<file path="src/sv/fixed_block_free_list_allocator_defines.svh">
// Assertion helpers used by the allocator RTL.
`ifndef FIXED_BLOCK_FREE_LIST_ALLOCATOR_DEFINES_SVH
`define FIXED_BLOCK_FREE_LIST_ALLOCATOR_DEFINES_SVH

// Same-cycle implication, disabled while in reset.
`define FBFL_ASSERT_SAME(lbl, clk, rst_n, ante, cons) \
  lbl: assert property (@(posedge clk) disable iff (!(rst_n)) (ante) |-> (cons)) \
    else $error("allocator check failed");

// Next-cycle implication, disabled while in reset.
`define FBFL_ASSERT_NEXT(lbl, clk, rst_n, ante, cons) \
  lbl: assert property (@(posedge clk) disable iff (!(rst_n)) (ante) |=> (cons)) \
    else $error("allocator check failed");

`endif

</file>
<file path="src/sv/fbfl_pkg.sv">
package fbfl_pkg;

  localparam int OFF_W     = 22;
  localparam int BYTES_W   = 13;
  localparam int TOTAL_W   = 11;
  localparam int CMD_W     = 2;
  localparam int ST_W      = 2;
  localparam int CFG_IDX_W = 2;

  localparam int DEF_MAX_BLOCKS      = 1024;
  localparam int DEF_MAX_BLOCK_BYTES = 4096;
  localparam int MIN_BLOCK_BYTES     = 9;
  localparam int RST_BLOCK_BYTES     = 16;
  localparam int RST_BLOCK_TOTAL     = 1024;

  typedef enum logic [CMD_W-1:0] {
    CMD_INIT     = 2'd0,
    CMD_ALLOC    = 2'd1,
    CMD_FREE     = 2'd2,
    CMD_CONTAINS = 2'd3
  } cmd_e;

  typedef enum logic [ST_W-1:0] {
    ST_OK        = 2'd0,
    ST_EMPTY     = 2'd1,
    ST_TOO_LARGE = 2'd2,
    ST_BAD_ADDR  = 2'd3
  } status_e;

  typedef enum logic [CFG_IDX_W-1:0] {
    CFG_BLOCK_BYTES = 2'd0,
    CFG_BLOCK_TOTAL = 2'd1
  } cfg_idx_e;

  typedef struct packed {
    logic               done;
    logic [OFF_W-1:0]   quotient;
    logic [BYTES_W-1:0] remainder;
  } div_res_t;

  typedef struct packed {
    logic             done;
    logic [OFF_W-1:0] product;
  } mul_res_t;

endpackage

</file>
<file path="src/sv/fbfl_mul.sv">
// Bit-serial shift-add multiplier, multiplier MSB first, product mod 2^OFF_W.
module fbfl_mul import fbfl_pkg::*; (
  input  logic               clk_i,
  input  logic               rst_ni,
  input  logic               start_i,
  input  logic [OFF_W-1:0]   mcand_i,
  input  logic [BYTES_W-1:0] mplr_i,
  output mul_res_t           res_o
);

  localparam int CNT_W = $clog2(BYTES_W + 1);

  logic [OFF_W-1:0]   acc_q, acc_d;
  logic [OFF_W-1:0]   mcand_q, mcand_d;
  logic [BYTES_W-1:0] mplr_q, mplr_d;
  logic [CNT_W-1:0]   cnt_q, cnt_d;
  logic               run_q, run_d;
  logic               done_q, done_d;

  always_comb begin
    acc_d   = acc_q;
    mcand_d = mcand_q;
    mplr_d  = mplr_q;
    cnt_d   = cnt_q;
    run_d   = run_q;
    done_d  = 1'b0;
    if (start_i) begin
      acc_d   = '0;
      mcand_d = mcand_i;
      mplr_d  = mplr_i;
      cnt_d   = CNT_W'(BYTES_W - 1);
      run_d   = 1'b1;
    end else if (run_q) begin
      acc_d  = {acc_q[OFF_W-2:0], 1'b0} + (mplr_q[BYTES_W-1] ? mcand_q : '0);
      mplr_d = {mplr_q[BYTES_W-2:0], 1'b0};
      if (cnt_q == '0) begin
        run_d  = 1'b0;
        done_d = 1'b1;
      end else begin
        cnt_d = cnt_q - 1'b1;
      end
    end
  end

  always_ff @(posedge clk_i or negedge rst_ni) begin
    if (!rst_ni) begin
      run_q  <= 1'b0;
      done_q <= 1'b0;
      cnt_q  <= '0;
    end else begin
      run_q  <= run_d;
      done_q <= done_d;
      cnt_q  <= cnt_d;
    end
  end

  always_ff @(posedge clk_i) begin
    acc_q   <= acc_d;
    mcand_q <= mcand_d;
    mplr_q  <= mplr_d;
  end

  assign res_o.done    = done_q;
  assign res_o.product = acc_q;

endmodule

</file>
<file path="config.mk">
export PLATFORM = sky130hd
export DESIGN_NAME = fbfl_mul
export DESIGN_NICKNAME = d
export VERILOG_FILES = /design/src/sv/fixed_block_free_list_allocator_defines.svh /design/src/sv/fbfl_pkg.sv /design/src/sv/fbfl_mul.sv
export SDC_FILE = /design/constraint.sdc
export NUM_CORES = 1
export LEC_CHECK = 0
export BUFFER_PORTS_ARGS = -buffer_cell sky130_fd_sc_hd__buf_2
export CELL_PAD_IN_SITES_DETAIL_PLACEMENT = 2
export CELL_PAD_IN_SITES_GLOBAL_PLACEMENT = 2
export CORE_ASPECT_RATIO = 1.75
export CORE_MARGIN = 2
export CORE_UTILIZATION = 38
export CTS_CLUSTER_SIZE = 24
export DETAILED_ROUTE_END_ITERATION = 6
export GPL_TIMING_DRIVEN = 0
export PLACE_DENSITY_LB_ADDON = 0.1
export REMOVE_ABC_BUFFERS = 1
export SLEW_MARGIN = 40
export SYNTH_ARGS = -nofsm -noshare
export SYNTH_HDL_FRONTEND = slang
export SYNTH_SLANG_ARGS = --single-unit
</file>
<file path="constraint.sdc">
create_clock -name clk_i -period 6.4 [get_ports clk_i]
set_input_delay 1.92 -clock clk_i [delete_from_list [all_inputs] [get_ports clk_i]]
set_output_delay 1.92 -clock clk_i [all_outputs]
set_load 0.005 [all_outputs]
</file>
Word level (Yosys, flattened, before mapping)
Cells that the tools add are included.
{ "classes": {"n_mux": 12, "n_addsub": 2, "n_eq_ne": 1, "reduce_logical": 3} }
{ "ops": {"columns": ["cell", "count"], "rows": [
  ["$mux W13", 2],
  ["$add A22 B22 Y22", 1],
  ["$mux W22", 1],
  ["$mux W4", 3],
  ["$mux W1", 6],
  ["$logic_not A4 Y1", 1],
  ["$sub A4 B1 Y4 const B", 1],
  ["$ne A2 B2 Y1 const B", 1],
  ["$reduce_and A2 Y1", 1],
  ["$reduce_bool A2 Y1", 1]
]} }
{ "totals": {"wordCells": 24, "output_inout_bits": 23, "reg_bits": 63, "input_bits": 38} }

Depth between registers and ports, before layout
{ "logic_depth": {"depth_word": 4, "ltp_mapped": 10, "depth_no_buf": 9} }

Least setup slack after synthesis
OpenSTA, ideal clock, no wires.
{ "synth_timing": {"path_kind": "input to register", "from": "input start_i", "to": "register mplr_q[10], data pin", "path_stages": 3, "t_arrival_ps": 2884, "path_slack_ps": 3256, "n_path_buf": 2, "required_ps": 6140, "cell_sequence": "buf_1 -> clkbuf_1 -> mux2_2"} }
{ "synth_via": {"elab_chain_cells": 1} }
{ "synth_rtl": {"columns": ["item", "line", "source"], "rows": [
  ["start, declared", "fbfl_mul.sv:5", "input logic start_i,"],
  ["$mux W13", "fbfl_mul.sv:27", "if (start_i) begin"],
  ["named net mplr_d[10]", "fbfl_mul.sv:15", "logic [BYTES_W-1:0] mplr_q, mplr_d;"],
  ["end signal, assigned", "fbfl_mul.sv:60", "mplr_q <= mplr_d;"],
  ["end, declared", "fbfl_mul.sv:15", null]
]} }
The timed path passes the listed nets, and every way through them passes these cells.
A chain may end at the register's enable or synchronous reset.

Worst setup path in the final report
{ "layout_timing": {"from": "register mplr_q[12]", "to": "register acc_q[19]"} }
{ "layout_via": {"elab_chain_cells": 2} }
{ "layout_rtl": {"columns": ["item", "line", "source"], "rows": [
  ["$mux W22", "fbfl_mul.sv:34", "acc_d = {acc_q[OFF_W-2:0], 1'b0} + (mplr_q[BYTES_W-1] ? mcand_q : '0);"],
  ["$add A22 B22 Y22", "fbfl_mul.sv:34", null],
  ["end signal, assigned", "fbfl_mul.sv:58", "acc_q <= acc_d;"],
  ["end, declared", "fbfl_mul.sv:13", "logic [OFF_W-1:0] acc_q, acc_d;"]
]} }
Every way passes these cells.

==> reports/results.txt <==
Maximum clock frequency: 283 MHz
Peak supply drop: 0.156 mV
Clk pwr share: 0.317
Maximum fanout along the worst path: 22
Vias: 2664
Slew HR: 0.474
DP HPWL: 6790 um
Final wirelength: 9200 um
Core area: 8730 um^2
Slew Viols, Final: 0
Gpl congestion: 0.836
Initial DRC count: 83
Area delta synth->final: 19.4%
Crit path DAT: 3.75 ns
Vias in the first global route: 3063
Post-Synthesis Cells: 318
Row cnt: 45
Hold WS: 0.478 ns
Startpoint Class: flop
Power Internal: 0.928 mW
Final Hold Viols: 0
Fin crit period: 3.53 ns
Initial Util: 0.391
CTS Buffer Depth: 2
Clk Latency, worst-skew pair: 0.33 ns
Post-route antenna net violation count: 0
Worst EP required: 6.62 ns
Post-cts resize count: 0
Clock Pin Slew Worst Setup and Hold Paths: 0.05 ns
Vias per cell: 5.35
Gr usage total: 0.210
Power per cell area: 337 nW/um^2
Critical path type: reg -> reg
Net count reported at finish: 436
Outcome: completed
Ys async rst share: 0.0952
Largest net degree at the start of global routing: 54
Initial antenna violation count: 0
I/O pin cnt: 61
Die Footprint: 9780 um^2
Synth warn: 0
CTS Buf Count: 9
Final setup vio count: 0
Sw Pwr: 0.444 mW
CTS hold repair buffers: 0
Die H: 129 um
Power share of the combinational group: 0.288
Slew @ Worst Pin: 0.789 ns
EDFF count, synth: 35
Final global-route overflow total: 0
Setup Skew: 0.00737 ns
Yosys reg bits: 63
Dominant synthesized flop cell: edfxtp_1
Final setup TNS: 0 ns
CTS tree: built
Residual DRC: 0
H-tree Lvls: 3
Drt pass-1 iters: 4
Syn_area_per_cell: 10.7 um^2
Synth cell types: 54
Fin crit share: 0.551
Port Buf Inserts: 60
Clk sinks: 63
Register area share after synthesis: 0.481
Setup bufs post-CTS: 0
Drt wl/cell: 18.5 um
First-pass GRT wire length: 15100 um
Fillcell total: 926
Tot Pwr: 1.37 mW
Flop pwr share: 0.395
Sw Share: 0.324
Max-cap violations: 0
Synthesized area: 3410 um^2
RSZ-0062 raised after global routing: no
CP Capture Type: flop
DIE WIDTH: 75.6 um
LEAKAGE: 1.78 nW
# diodes: 0
Layout cells sized above 1: 0.252
Hold crit path type: reg -> reg
CTS root buffer: clkbuf_16
-- placed cells by master (no fill, tap or decap), types with 6 or more instances in the layout --
cell type	instances
nand3_1	7
xnor2_1	12
inv_1	10
nand2b_1	7
a21oi_1	18
mux2i_1	8
edfxtp_1	35
nand2_1	24
clkbuf_16	9
ha_1	21
mux2_2	12
nor2_1	23
dfrtp_1	6
and2_1	21
dfxtp_1	22
xor2_1	6
buf_2	59
o21ai_0	13
-- kinds of logic (layout without fill, tap and decap cells) --
group                    count (synthesis)  count (layout)  synth area share
buffers and inverters                   23              86            0.0275
flip-flops                              63              63             0.481
XOR/XNOR                                18              18            0.0462
adder cells (fa/ha/maj)                 22              22            0.0829
AO/OA/AOI/OAI                           74              74             0.155
multiplexers                            20              20            0.0631
AND/OR/NAND/NOR                         98              98             0.144
-- final cells by class --
class	count	area, um^2	share of cell area
clock inverter	6	37.5	0.00922
multi-input combinational	232	1680	0.412
inverter	10	37.5	0.00922
timing repair buffer	60	303	0.0743
clock buffer	10	229	0.0562
tap	117	146	0.0359
sequential	63	1640	0.403
-- metrics by stage --
| stage | std cells | area, um^2 | worst slack [ns] | utilization |
|---|---|---|---|---|
| after global routing | 498 | 4070 | 2.68 | 0.467 |
| after CTS | 498 | 4070 | 2.84 | 0.467 |
| final | 498 | 4070 | 2.87 | 0.467 |
| after floorplan | 305 | 3350 | 3.38 | - |
| after detailed placement | 482 | 3810 | 2.71 | 0.436 |
| after global placement | 482 | 3800 | 2.08 | 0.436 |
-- power by group through the flow --
| stage | Combinational, mW | Clock, mW | Sequential [mW] |
|---|---|---|---|
| 3_5_place_dp | 0.396 | 0 | 0.551 |
| 5_1_grt | 0.447 | 0.463 | 0.552 |
| 2_1_floorplan | 0.265 | 0 | 0.539 |
| 3_3_place_gp | 0.378 | 0 | 0.547 |
| 6_report | 0.395 | 0.435 | 0.542 |
| 4_1_cts | 0.404 | 0.445 | 0.544 |
-- Yosys cell counts, types with 2 or more instances --
cell type / n / area [um^2]
nand2_1: 24 / 90.1
a21o_1: 4 / 30.0
o21ai_0: 13 / 65.1
o31ai_1: 3 / 22.5
o21a_1: 3 / 22.5
dfxtp_1: 22 / 440
dfrtp_1: 6 / 150
buf_1: 3 / 11.3
nor2b_1: 2 / 12.5
and2_1: 21 / 131
nor3_1: 2 / 10.0
a22o_1: 5 / 43.8
a21oi_1: 18 / 90.1
mux2i_1: 8 / 80.1
o21bai_1: 3 / 22.5
edfxtp_1: 35 / 1050
a211oi_1: 2 / 15.0
o41ai_1: 2 / 17.5
ha_1: 21 / 263
inv_1: 10 / 37.5
nand3_1: 7 / 35.0
clkbuf_1: 6 / 22.5
buf_2: 3 / 15.0
o31a_1: 3 / 26.3
nor2_1: 24 / 90.1
o211ai_1: 3 / 22.5
or3_1: 2 / 12.5
xnor2_1: 12 / 105
and3_1: 2 / 12.5
nand2b_1: 7 / 43.8
a32o_1: 2 / 20.0
xor2_1: 6 / 52.6
nor3b_1: 2 / 15.0
mux2_2: 12 / 135
-- path summary, 6_finish.rpt --
kind                       slack (ns)   endpoint        from  cells past startpoint
setup reg to reg                 2.87  acc_q[19]  mplr_q[12]                      9
min in group asynchronous        1.41   cnt_q[0]      rst_ni                      1
max in group asynchronous        4.84      run_q      rst_ni                      1
hold reg to reg                  0.48  acc_q[15]   acc_q[15]                      2
hold / removal                   0.48  acc_q[15]   acc_q[15]                      2
setup / recovery                 2.87  acc_q[19]  mplr_q[12]                      9
-- sequential cells by signal, indices dropped and copies added, names as in the netlist --
register / flops
acc_q: 22
cnt_q: 4
done_q: 1
mcand_q: 22
mplr_q: 13
run_q: 1
-- worst max-delay path, cell delays in order (launching register included) --
cell and delay (ns):
edfxtp_1 0.72, and2_1 0.28, ha_1 0.21, fa_1 0.45, a211oi_2 0.37, nor4_2 0.11, nor3_1 0.66, o41ai_1 0.21
xor2_1 0.18, a22o_1 0.22
-- metal layers --
metal	global-route usage	wire length (um)
met5	0	0
met4	0.0980	310
met3	0.0373	250
met2	0.399	5350
met1	0.208	3290
Power figures use the tool's default switching activity.
