### config.mk
export PLATFORM = sky130hd
export DESIGN_NAME = fbfl_div
export DESIGN_NICKNAME = d
export VERILOG_FILES = /design/src/sv/fixed_block_free_list_allocator_defines.svh /design/src/sv/fbfl_pkg.sv /design/src/sv/fbfl_div.sv
export SDC_FILE = /design/constraint.sdc
export NUM_CORES = 1
export LEC_CHECK = 0
export BUFFER_PORTS_ARGS = -buffer_cell sky130_fd_sc_hd__buf_2
export CAP_MARGIN = 10
export CORE_MARGIN = 8
export CORE_UTILIZATION = 45
export DETAILED_ROUTE_END_ITERATION = 8
export PLACE_DENSITY = 0.69
export SYNTH_ARGS = -nofsm -noshare
export SYNTH_HDL_FRONTEND = slang
export SYNTH_SLANG_ARGS = --single-unit
export TNS_END_PERCENT = 30
### constraint.sdc
create_clock -name clk_i -period 5.4 [get_ports clk_i]
set_input_delay 0.54 -clock clk_i [delete_from_list [all_inputs] [get_ports clk_i]]
set_output_delay 0.54 -clock clk_i [all_outputs]
set_load 0.005 [all_outputs]
### src/sv/fixed_block_free_list_allocator_defines.svh
// Assertion helpers used by the allocator RTL.
`ifndef FIXED_BLOCK_FREE_LIST_ALLOCATOR_DEFINES_SVH
`define FIXED_BLOCK_FREE_LIST_ALLOCATOR_DEFINES_SVH

// Same-cycle implication, disabled while in reset.
`define FBFL_ASSERT_SAME(lbl, clk, rst_n, ante, cons) \
  lbl: assert property (@(posedge clk) disable iff (!(rst_n)) (ante) |-> (cons)) \
    else $error("allocator check failed");

// Next-cycle implication, disabled while in reset.
`define FBFL_ASSERT_NEXT(lbl, clk, rst_n, ante, cons) \
  lbl: assert property (@(posedge clk) disable iff (!(rst_n)) (ante) |=> (cons)) \
    else $error("allocator check failed");

`endif

### src/sv/fbfl_pkg.sv
package fbfl_pkg;

  localparam int OFF_W     = 22;
  localparam int BYTES_W   = 13;
  localparam int TOTAL_W   = 11;
  localparam int CMD_W     = 2;
  localparam int ST_W      = 2;
  localparam int CFG_IDX_W = 2;

  localparam int DEF_MAX_BLOCKS      = 1024;
  localparam int DEF_MAX_BLOCK_BYTES = 4096;
  localparam int MIN_BLOCK_BYTES     = 9;
  localparam int RST_BLOCK_BYTES     = 16;
  localparam int RST_BLOCK_TOTAL     = 1024;

  typedef enum logic [CMD_W-1:0] {
    CMD_INIT     = 2'd0,
    CMD_ALLOC    = 2'd1,
    CMD_FREE     = 2'd2,
    CMD_CONTAINS = 2'd3
  } cmd_e;

  typedef enum logic [ST_W-1:0] {
    ST_OK        = 2'd0,
    ST_EMPTY     = 2'd1,
    ST_TOO_LARGE = 2'd2,
    ST_BAD_ADDR  = 2'd3
  } status_e;

  typedef enum logic [CFG_IDX_W-1:0] {
    CFG_BLOCK_BYTES = 2'd0,
    CFG_BLOCK_TOTAL = 2'd1
  } cfg_idx_e;

  typedef struct packed {
    logic               done;
    logic [OFF_W-1:0]   quotient;
    logic [BYTES_W-1:0] remainder;
  } div_res_t;

  typedef struct packed {
    logic             done;
    logic [OFF_W-1:0] product;
  } mul_res_t;

endpackage

### src/sv/fbfl_div.sv
// Bit-serial restoring divider: one quotient bit per cycle.
module fbfl_div import fbfl_pkg::*; (
  input  logic               clk_i,
  input  logic               rst_ni,
  input  logic               start_i,
  input  logic [OFF_W-1:0]   dividend_i,
  input  logic [BYTES_W-1:0] divisor_i,
  output div_res_t           res_o
);

  localparam int CNT_W = $clog2(OFF_W + 1);

  logic [OFF_W-1:0]   dvd_q, dvd_d;
  logic [BYTES_W-1:0] rem_q, rem_d;
  logic [BYTES_W-1:0] dsr_q, dsr_d;
  logic [CNT_W-1:0]   cnt_q, cnt_d;
  logic               run_q, run_d;
  logic               done_q, done_d;
  logic [BYTES_W:0]   trial;
  logic               ge;

  // shift remainder left, bring in the next dividend bit
  assign trial = {rem_q, dvd_q[OFF_W-1]};
  assign ge    = trial >= {1'b0, dsr_q};

  always_comb begin
    dvd_d  = dvd_q;
    rem_d  = rem_q;
    dsr_d  = dsr_q;
    cnt_d  = cnt_q;
    run_d  = run_q;
    done_d = 1'b0;
    if (start_i) begin
      dvd_d = dividend_i;
      rem_d = '0;
      dsr_d = divisor_i;
      cnt_d = CNT_W'(OFF_W - 1);
      run_d = 1'b1;
    end else if (run_q) begin
      dvd_d = {dvd_q[OFF_W-2:0], ge};
      rem_d = ge ? BYTES_W'(trial - {1'b0, dsr_q}) : trial[BYTES_W-1:0];
      if (cnt_q == '0) begin
        run_d  = 1'b0;
        done_d = 1'b1;
      end else begin
        cnt_d = cnt_q - 1'b1;
      end
    end
  end

  always_ff @(posedge clk_i or negedge rst_ni) begin
    if (!rst_ni) begin
      run_q  <= 1'b0;
      done_q <= 1'b0;
      cnt_q  <= '0;
    end else begin
      run_q  <= run_d;
      done_q <= done_d;
      cnt_q  <= cnt_d;
    end
  end

  always_ff @(posedge clk_i) begin
    dvd_q <= dvd_d;
    rem_q <= rem_d;
    dsr_q <= dsr_d;
  end

  assign res_o.done      = done_q;
  assign res_o.quotient  = dvd_q;
  assign res_o.remainder = rem_q;

endmodule

=== Yosys cells after proc, flatten, opt, wreduce, memory -nomap -nowiden ===
Index checks and enable logic that the tools add are counted.

* Add/subtract/negate cells: 2
* Multipliers: 0
* Divide/modulo/power cells: 0
* $lt $le $gt $ge: 1
* Equal/unequal tests: 1
* Shift operators: 0
* Muxes and demuxes: 12
* Bitwise operators: 0
* Reductions and logical operators: 3

{| class="wikitable"
|+ Operators by type and width
! operator !! number
|-
| $mux 22 || 2
|-
| $mux 5 || 3
|-
| $ge 14x13->1 || 1
|-
| $mux 13 || 1
|-
| $sub 13x13->13 || 1
|-
| $mux 1 || 6
|-
| $logic_not 5->1 || 1
|-
| $sub 5x1->5 const B || 1
|-
| $ne 2x2->1 const B || 1
|-
| $reduce_and 2->1 || 1
|-
| $reduce_bool 2->1 || 1
|}

* Register bits after elaboration: 55
* Bits in latches: 0
* Memory bits (writable): 0
* ROM bits: 0
* Input port bits: 38
* Word-level logic and storage cells: 25
* Memories kept: 0

=== Logic depth before layout (Yosys ltp) ===
* Depth in word-level cells: 4
* Gate-level depth with buffers: 12
* Mapped depth without buffers: 10

=== Least setup slack after synthesis ===
OpenSTA, ideal clock, no wires.

* Path kind: flip-flop to flip-flop
* Start: register dvd_q[21]
* End: register dvd_q[0], data pin
* Arrival time: 2.475 ns
* Data required time: 5.140 ns
* Setup slack: 2.665 ns
* Cell stages (with the launch flop): 12
* Buffers on the path: 2
* Period minus slack after synthesis: 2.735 ns
* Path through: edfxtp_1 -> inv_1 -> ha_1 -> inv_1 -> fa_1 -> a21o_1 -> a221oi_2 -> o31ai_2 -> a41o_1 -> buf_6 -> buf_2 -> mux2_2

* Cells in the longest elaborated chain, start to end: 3

{| class="wikitable"
|+ Ends and longest elaborated chain
! element !! RTL line !! RTL
|-
| from (decl) || fbfl_div.sv:13 || <nowiki>logic [OFF_W-1:0] dvd_q, dvd_d;</nowiki>
|-
| from (signal assigned) || fbfl_div.sv:64 || <nowiki>dvd_q <= dvd_d;</nowiki>
|-
| $ge 14x13->1 || fbfl_div.sv:24 || <nowiki>assign ge = trial >= {1'b0, dsr_q};</nowiki>
|-
| $mux 22 || fbfl_div.sv:39 || <nowiki>end else if (run_q) begin</nowiki>
|-
| $mux 22 || fbfl_div.sv:33 || <nowiki>if (start_i) begin</nowiki>
|-
| via dvd_d[0] || fbfl_div.sv:13 ||
|}

The timed path passes the listed nets, and every way through them passes these cells. The select of a mux whose other input is x is not followed.
A chain may end at the register's enable or synchronous reset.

=== Worst setup path in the final report ===
* Start: register dvd_q[21]
* End: register rem_q[0]

* Cells in the longest elaborated chain, start to end: 2
* Elaborated cells between the ends (all ways): 3
* Those cells by class: add/sub (1); order compare (1); mux (1)

{| class="wikitable"
|+ Ends and longest elaborated chain
! element !! RTL line !! RTL
|-
| $sub 13x13->13 or $ge 14x13->1 (tied branches) || fbfl_div.sv:41, fbfl_div.sv:24 ||
|-
| $mux 13 (*) || fbfl_div.sv:41 || <nowiki>rem_d = ge ? BYTES_W'(trial - {1'b0, dsr_q}) : trial[BYTES_W-1:0];</nowiki>
|-
| to (signal assigned) || fbfl_div.sv:65 || <nowiki>rem_q <= rem_d;</nowiki>
|-
| to (decl) || fbfl_div.sv:14 || <nowiki>logic [BYTES_W-1:0] rem_q, rem_d;</nowiki>
|}

Every way passes the cells marked *; elsewhere a longest branch is shown, timed or not.

==> results.md <==
- Status: complete, no violations
- Share of the yosys chip area belonging to registers: 49.1%
- Startpoint Class: flip-flop
- PD cells: 403 nW/um^2
- Initial DRC Count: 130
- Number of fillers in the final layout: ~600
- Crit-path max cell delay: 0.55 ns
- Top cells by area, synth: edfxtp_1, dfxtp_1, mux2_2
- Post-route minimum period: slightly above 3 ns
- Reg2Reg Depth: 10
- Share of cells above drive strength 1: 31.7%
- Slowest CP cell: a41o_1
- Min-delay worst type: input pin to asynchronous set/reset pin
- Post-Synth Adder-Cell Area: 6.85%
- Cell Area, Synth: 3030 um^2
- Final Hold Fails: 0
- WL/cell: about 16 um
- Clock transition at the registers of the reported paths: 0.10 ns
- Chip Height: 98.1 um
- Avg Cell Area, Syn: 11.1 um^2
- Measured slew at the worst slew-check pin: approximately 0.84 ns
- RSZ-0062 raised after global routing: false
- Commonest cells after routing, fill and taps aside: buf_2, edfxtp_1, inv_1, mux2_2, nand2_1
- CTS tree: yes
- Worst Setup End Kind: flip-flop
- Most common cell after layout, fill and taps aside: buf_2
- Main combinational cell family by area after synthesis: multiplexers
- Peak VDD IR: 0.196 mV
- FF-to-FF End: rem_q[0]
- Synth warn: 0
- Cells resized by post-CTS repair: 0
- Fmax: 0.328 GHz
- Port Buffers: 73
- Post-synthesis simple-gate area fraction: 10.9%
- Num ports: between 70 and 80
- Critical Path End: rem_q[0]
- Critical Path, Cell by Cell: inv_1, ha_1, inv_1, fa_1, a21o_1, a221oi_2, o31ai_2, a41o_1, mux2_4, a211oi_2
- DRC: 0
- Setup_tns: 0 ns
- Area grow syn2layout: 17.4%
- Post-CTS Hold Buffers: 0
- Vias in the first global route: 2364
- Setup CP Type: flip-flop to flip-flop
- Mux contribution to synthesized area: between 10% and 20%
- GPL Wtd Cong: 0.862
- Final worst path period share: a little under three fifths
- Top cell type's share of synthesized area: a little over a third
- Clock buffer depth: 2
- Worst Path Arrival: 3.28 ns
- Cell Rows: 30
- CTS root buf: clkbuf_8
- Routed vias/inst: about 5.4
- Overflow after GRT: 0
- Total CTS buffers: 5
- First-pass GRT wire length: 11.2 mm
- Layout Nets: just under 400
- Clock Latency Late Sink: between 0.3 and 0.4 ns
- Startpoint of the worst-slack reg-to-reg timing path: dvd_q[21]
- XOR/XNOR Fraction of Synth Area: under 10%
- Critical path depth in cells: 10
- Die ar.: 9620 um^2
- Routed vias: 2306
- Ys flop type: edfxtp_1
- CP startpoint: dvd_q[21]
- Distinct cells, synth: 50
- Setup violators final: 0
- Fin Clk Skew: ~0.0044 ns
- Post-Synthesis Cells: 274
- Synth area leader: edfxtp_1
- EDFF count, synth: 35
- CP required: 5.63 ns
- Starting Density: 45.6%
- Final core utilization: roughly 54%
- Die X: 98.1 um
- Cell mode on critical path: inv_1
- R2R setup slack: 2.35 ns
- First-pass iteration count of the detailed router: 4
- Antenna violations before repair: 0
- Dpl hpwl: 4.96 mm
- CP Max Fanout: 18
- Crit path max-delay family: compound AO/OA/AOI/OAI gates
- Core ar.: around 6600 um^2
- Clock Sinks: 55
- CP bufs+invs: 2
- Pleak: 1.59 nW
- Final WL: 6.70 mm
- Diode count: 0
- H-tree levels: 2
- Number of nets still failing antenna checks after routing: 0
- Max_slew headroom: a little over two fifths
- FF+latch count, synth: 55
- Setup Buffers After CTS: 0
- Mapped Nets: 328
- Max cap viols: 0
- Pin count of the biggest net entering global routing: between 50 and 60
- Synth Area in Compound Gates: 12.1%
- Total GRT Usage: 14.0%
- Post-synth ARST share: 12.7%
- Final Max Slew Viols: 0
[stage by stage]
stage | area (um^2) | total power [mW] | setup slack (ns) | hold slack (ns) | cells
CTS | 3560 | 1.44 | 2.37 | 0.0435 | 424
floorplan | 3030 | 0.999 | 2.67 | 0.244 | 274
global placement | 3440 | 1.13 | 2.46 | 0.381 | 416
global route | 3560 | 1.53 | 2.21 | 0.0392 | 424
finish | 3560 | 1.43 | 2.35 | 0.0433 | 424
detailed placement | 3440 | 1.14 | 2.38 | 0.387 | 416
[per-layer routing]
| metal | global-route usage (%) | vias to the layer above | share of wire (%) |
|---|---|---|---|
| met5 | 0 | - | 0 |
| met2 | 24.2 | 75 | 49 |
| met3 | 4.62 | 6 | 7.7 |
| met1 | 16.6 | 1088 | 43 |
| li1 | - | 1137 | - |
| met4 | 2.52 | 0 | 0.70 |
[state kept, by name, summed over array words and instances (netlist names)]
signal / flops
dsr_q: 13
dvd_q: 22
cnt_q: 5
run_q: 1
rem_q: 13
done_q: 1
[cell families (layout without fill, tap and decap cells)]
group,Yosys count,in the layout
AO/OA/AOI/OAI,51,51
XOR/XNOR,11,11
adder cells (fa/ha/maj),16,16
buffers and inverters,34,104
flip-flops,55,55
multiplexers,36,36
AND/OR/NAND/NOR,71,71
[report_power, final]
group	switching, mW	leakage (nW)	internal (mW)	total, mW
Combinational	0.308	0.976	0.262	0.570
Sequential	0.0519	0.547	0.519	0.571
Clock	0.141	0.0618	0.153	0.294
[synthesized netlist by cell type, drive strengths merged, types with 2 or more instances]
cell	number
edfxtp	35
mux2	23
inv	22
nand2	21
nor2	19
ha	15
dfxtp	13
mux2i	13
o21ai	11
nand3	10
a211oi	8
a21oi	8
buf	8
dfrtp	7
nand2b	6
xnor2	6
xor2	5
and3	4
clkbuf	4
a21o	3
nor3	3
o31ai	3
a31oi	2
nor2b	2
o211ai	2
o221ai	2
o311ai	2
[worst min-delay path by stage]
stage	to	slack, ns	cells past startpoint
after CTS	cnt_q[3]	0.04	1
final	cnt_q[3]	0.04	1
after global routing	cnt_q[4]	0.04	1
after global placement	cnt_q[4]	0.38	1
after detailed placement	cnt_q[4]	0.39	1
after floorplan	cnt_q[0]	0.24	0
[final cells by class]
cell class	instances	area, um^2	share of cell area, %
Clock buffer	6	82.6	2.32
Clock inverter	2	38.8	1.09
Inverter	22	82.6	2.32
Multi-Input combinational cell	185	1400	39.2
Sequential cell	55	1490	41.8
Tap cell	80	100	2.81
Timing Repair Buffer	74	373	10.5
No activity file was read; power rests on OpenSTA's default activity.
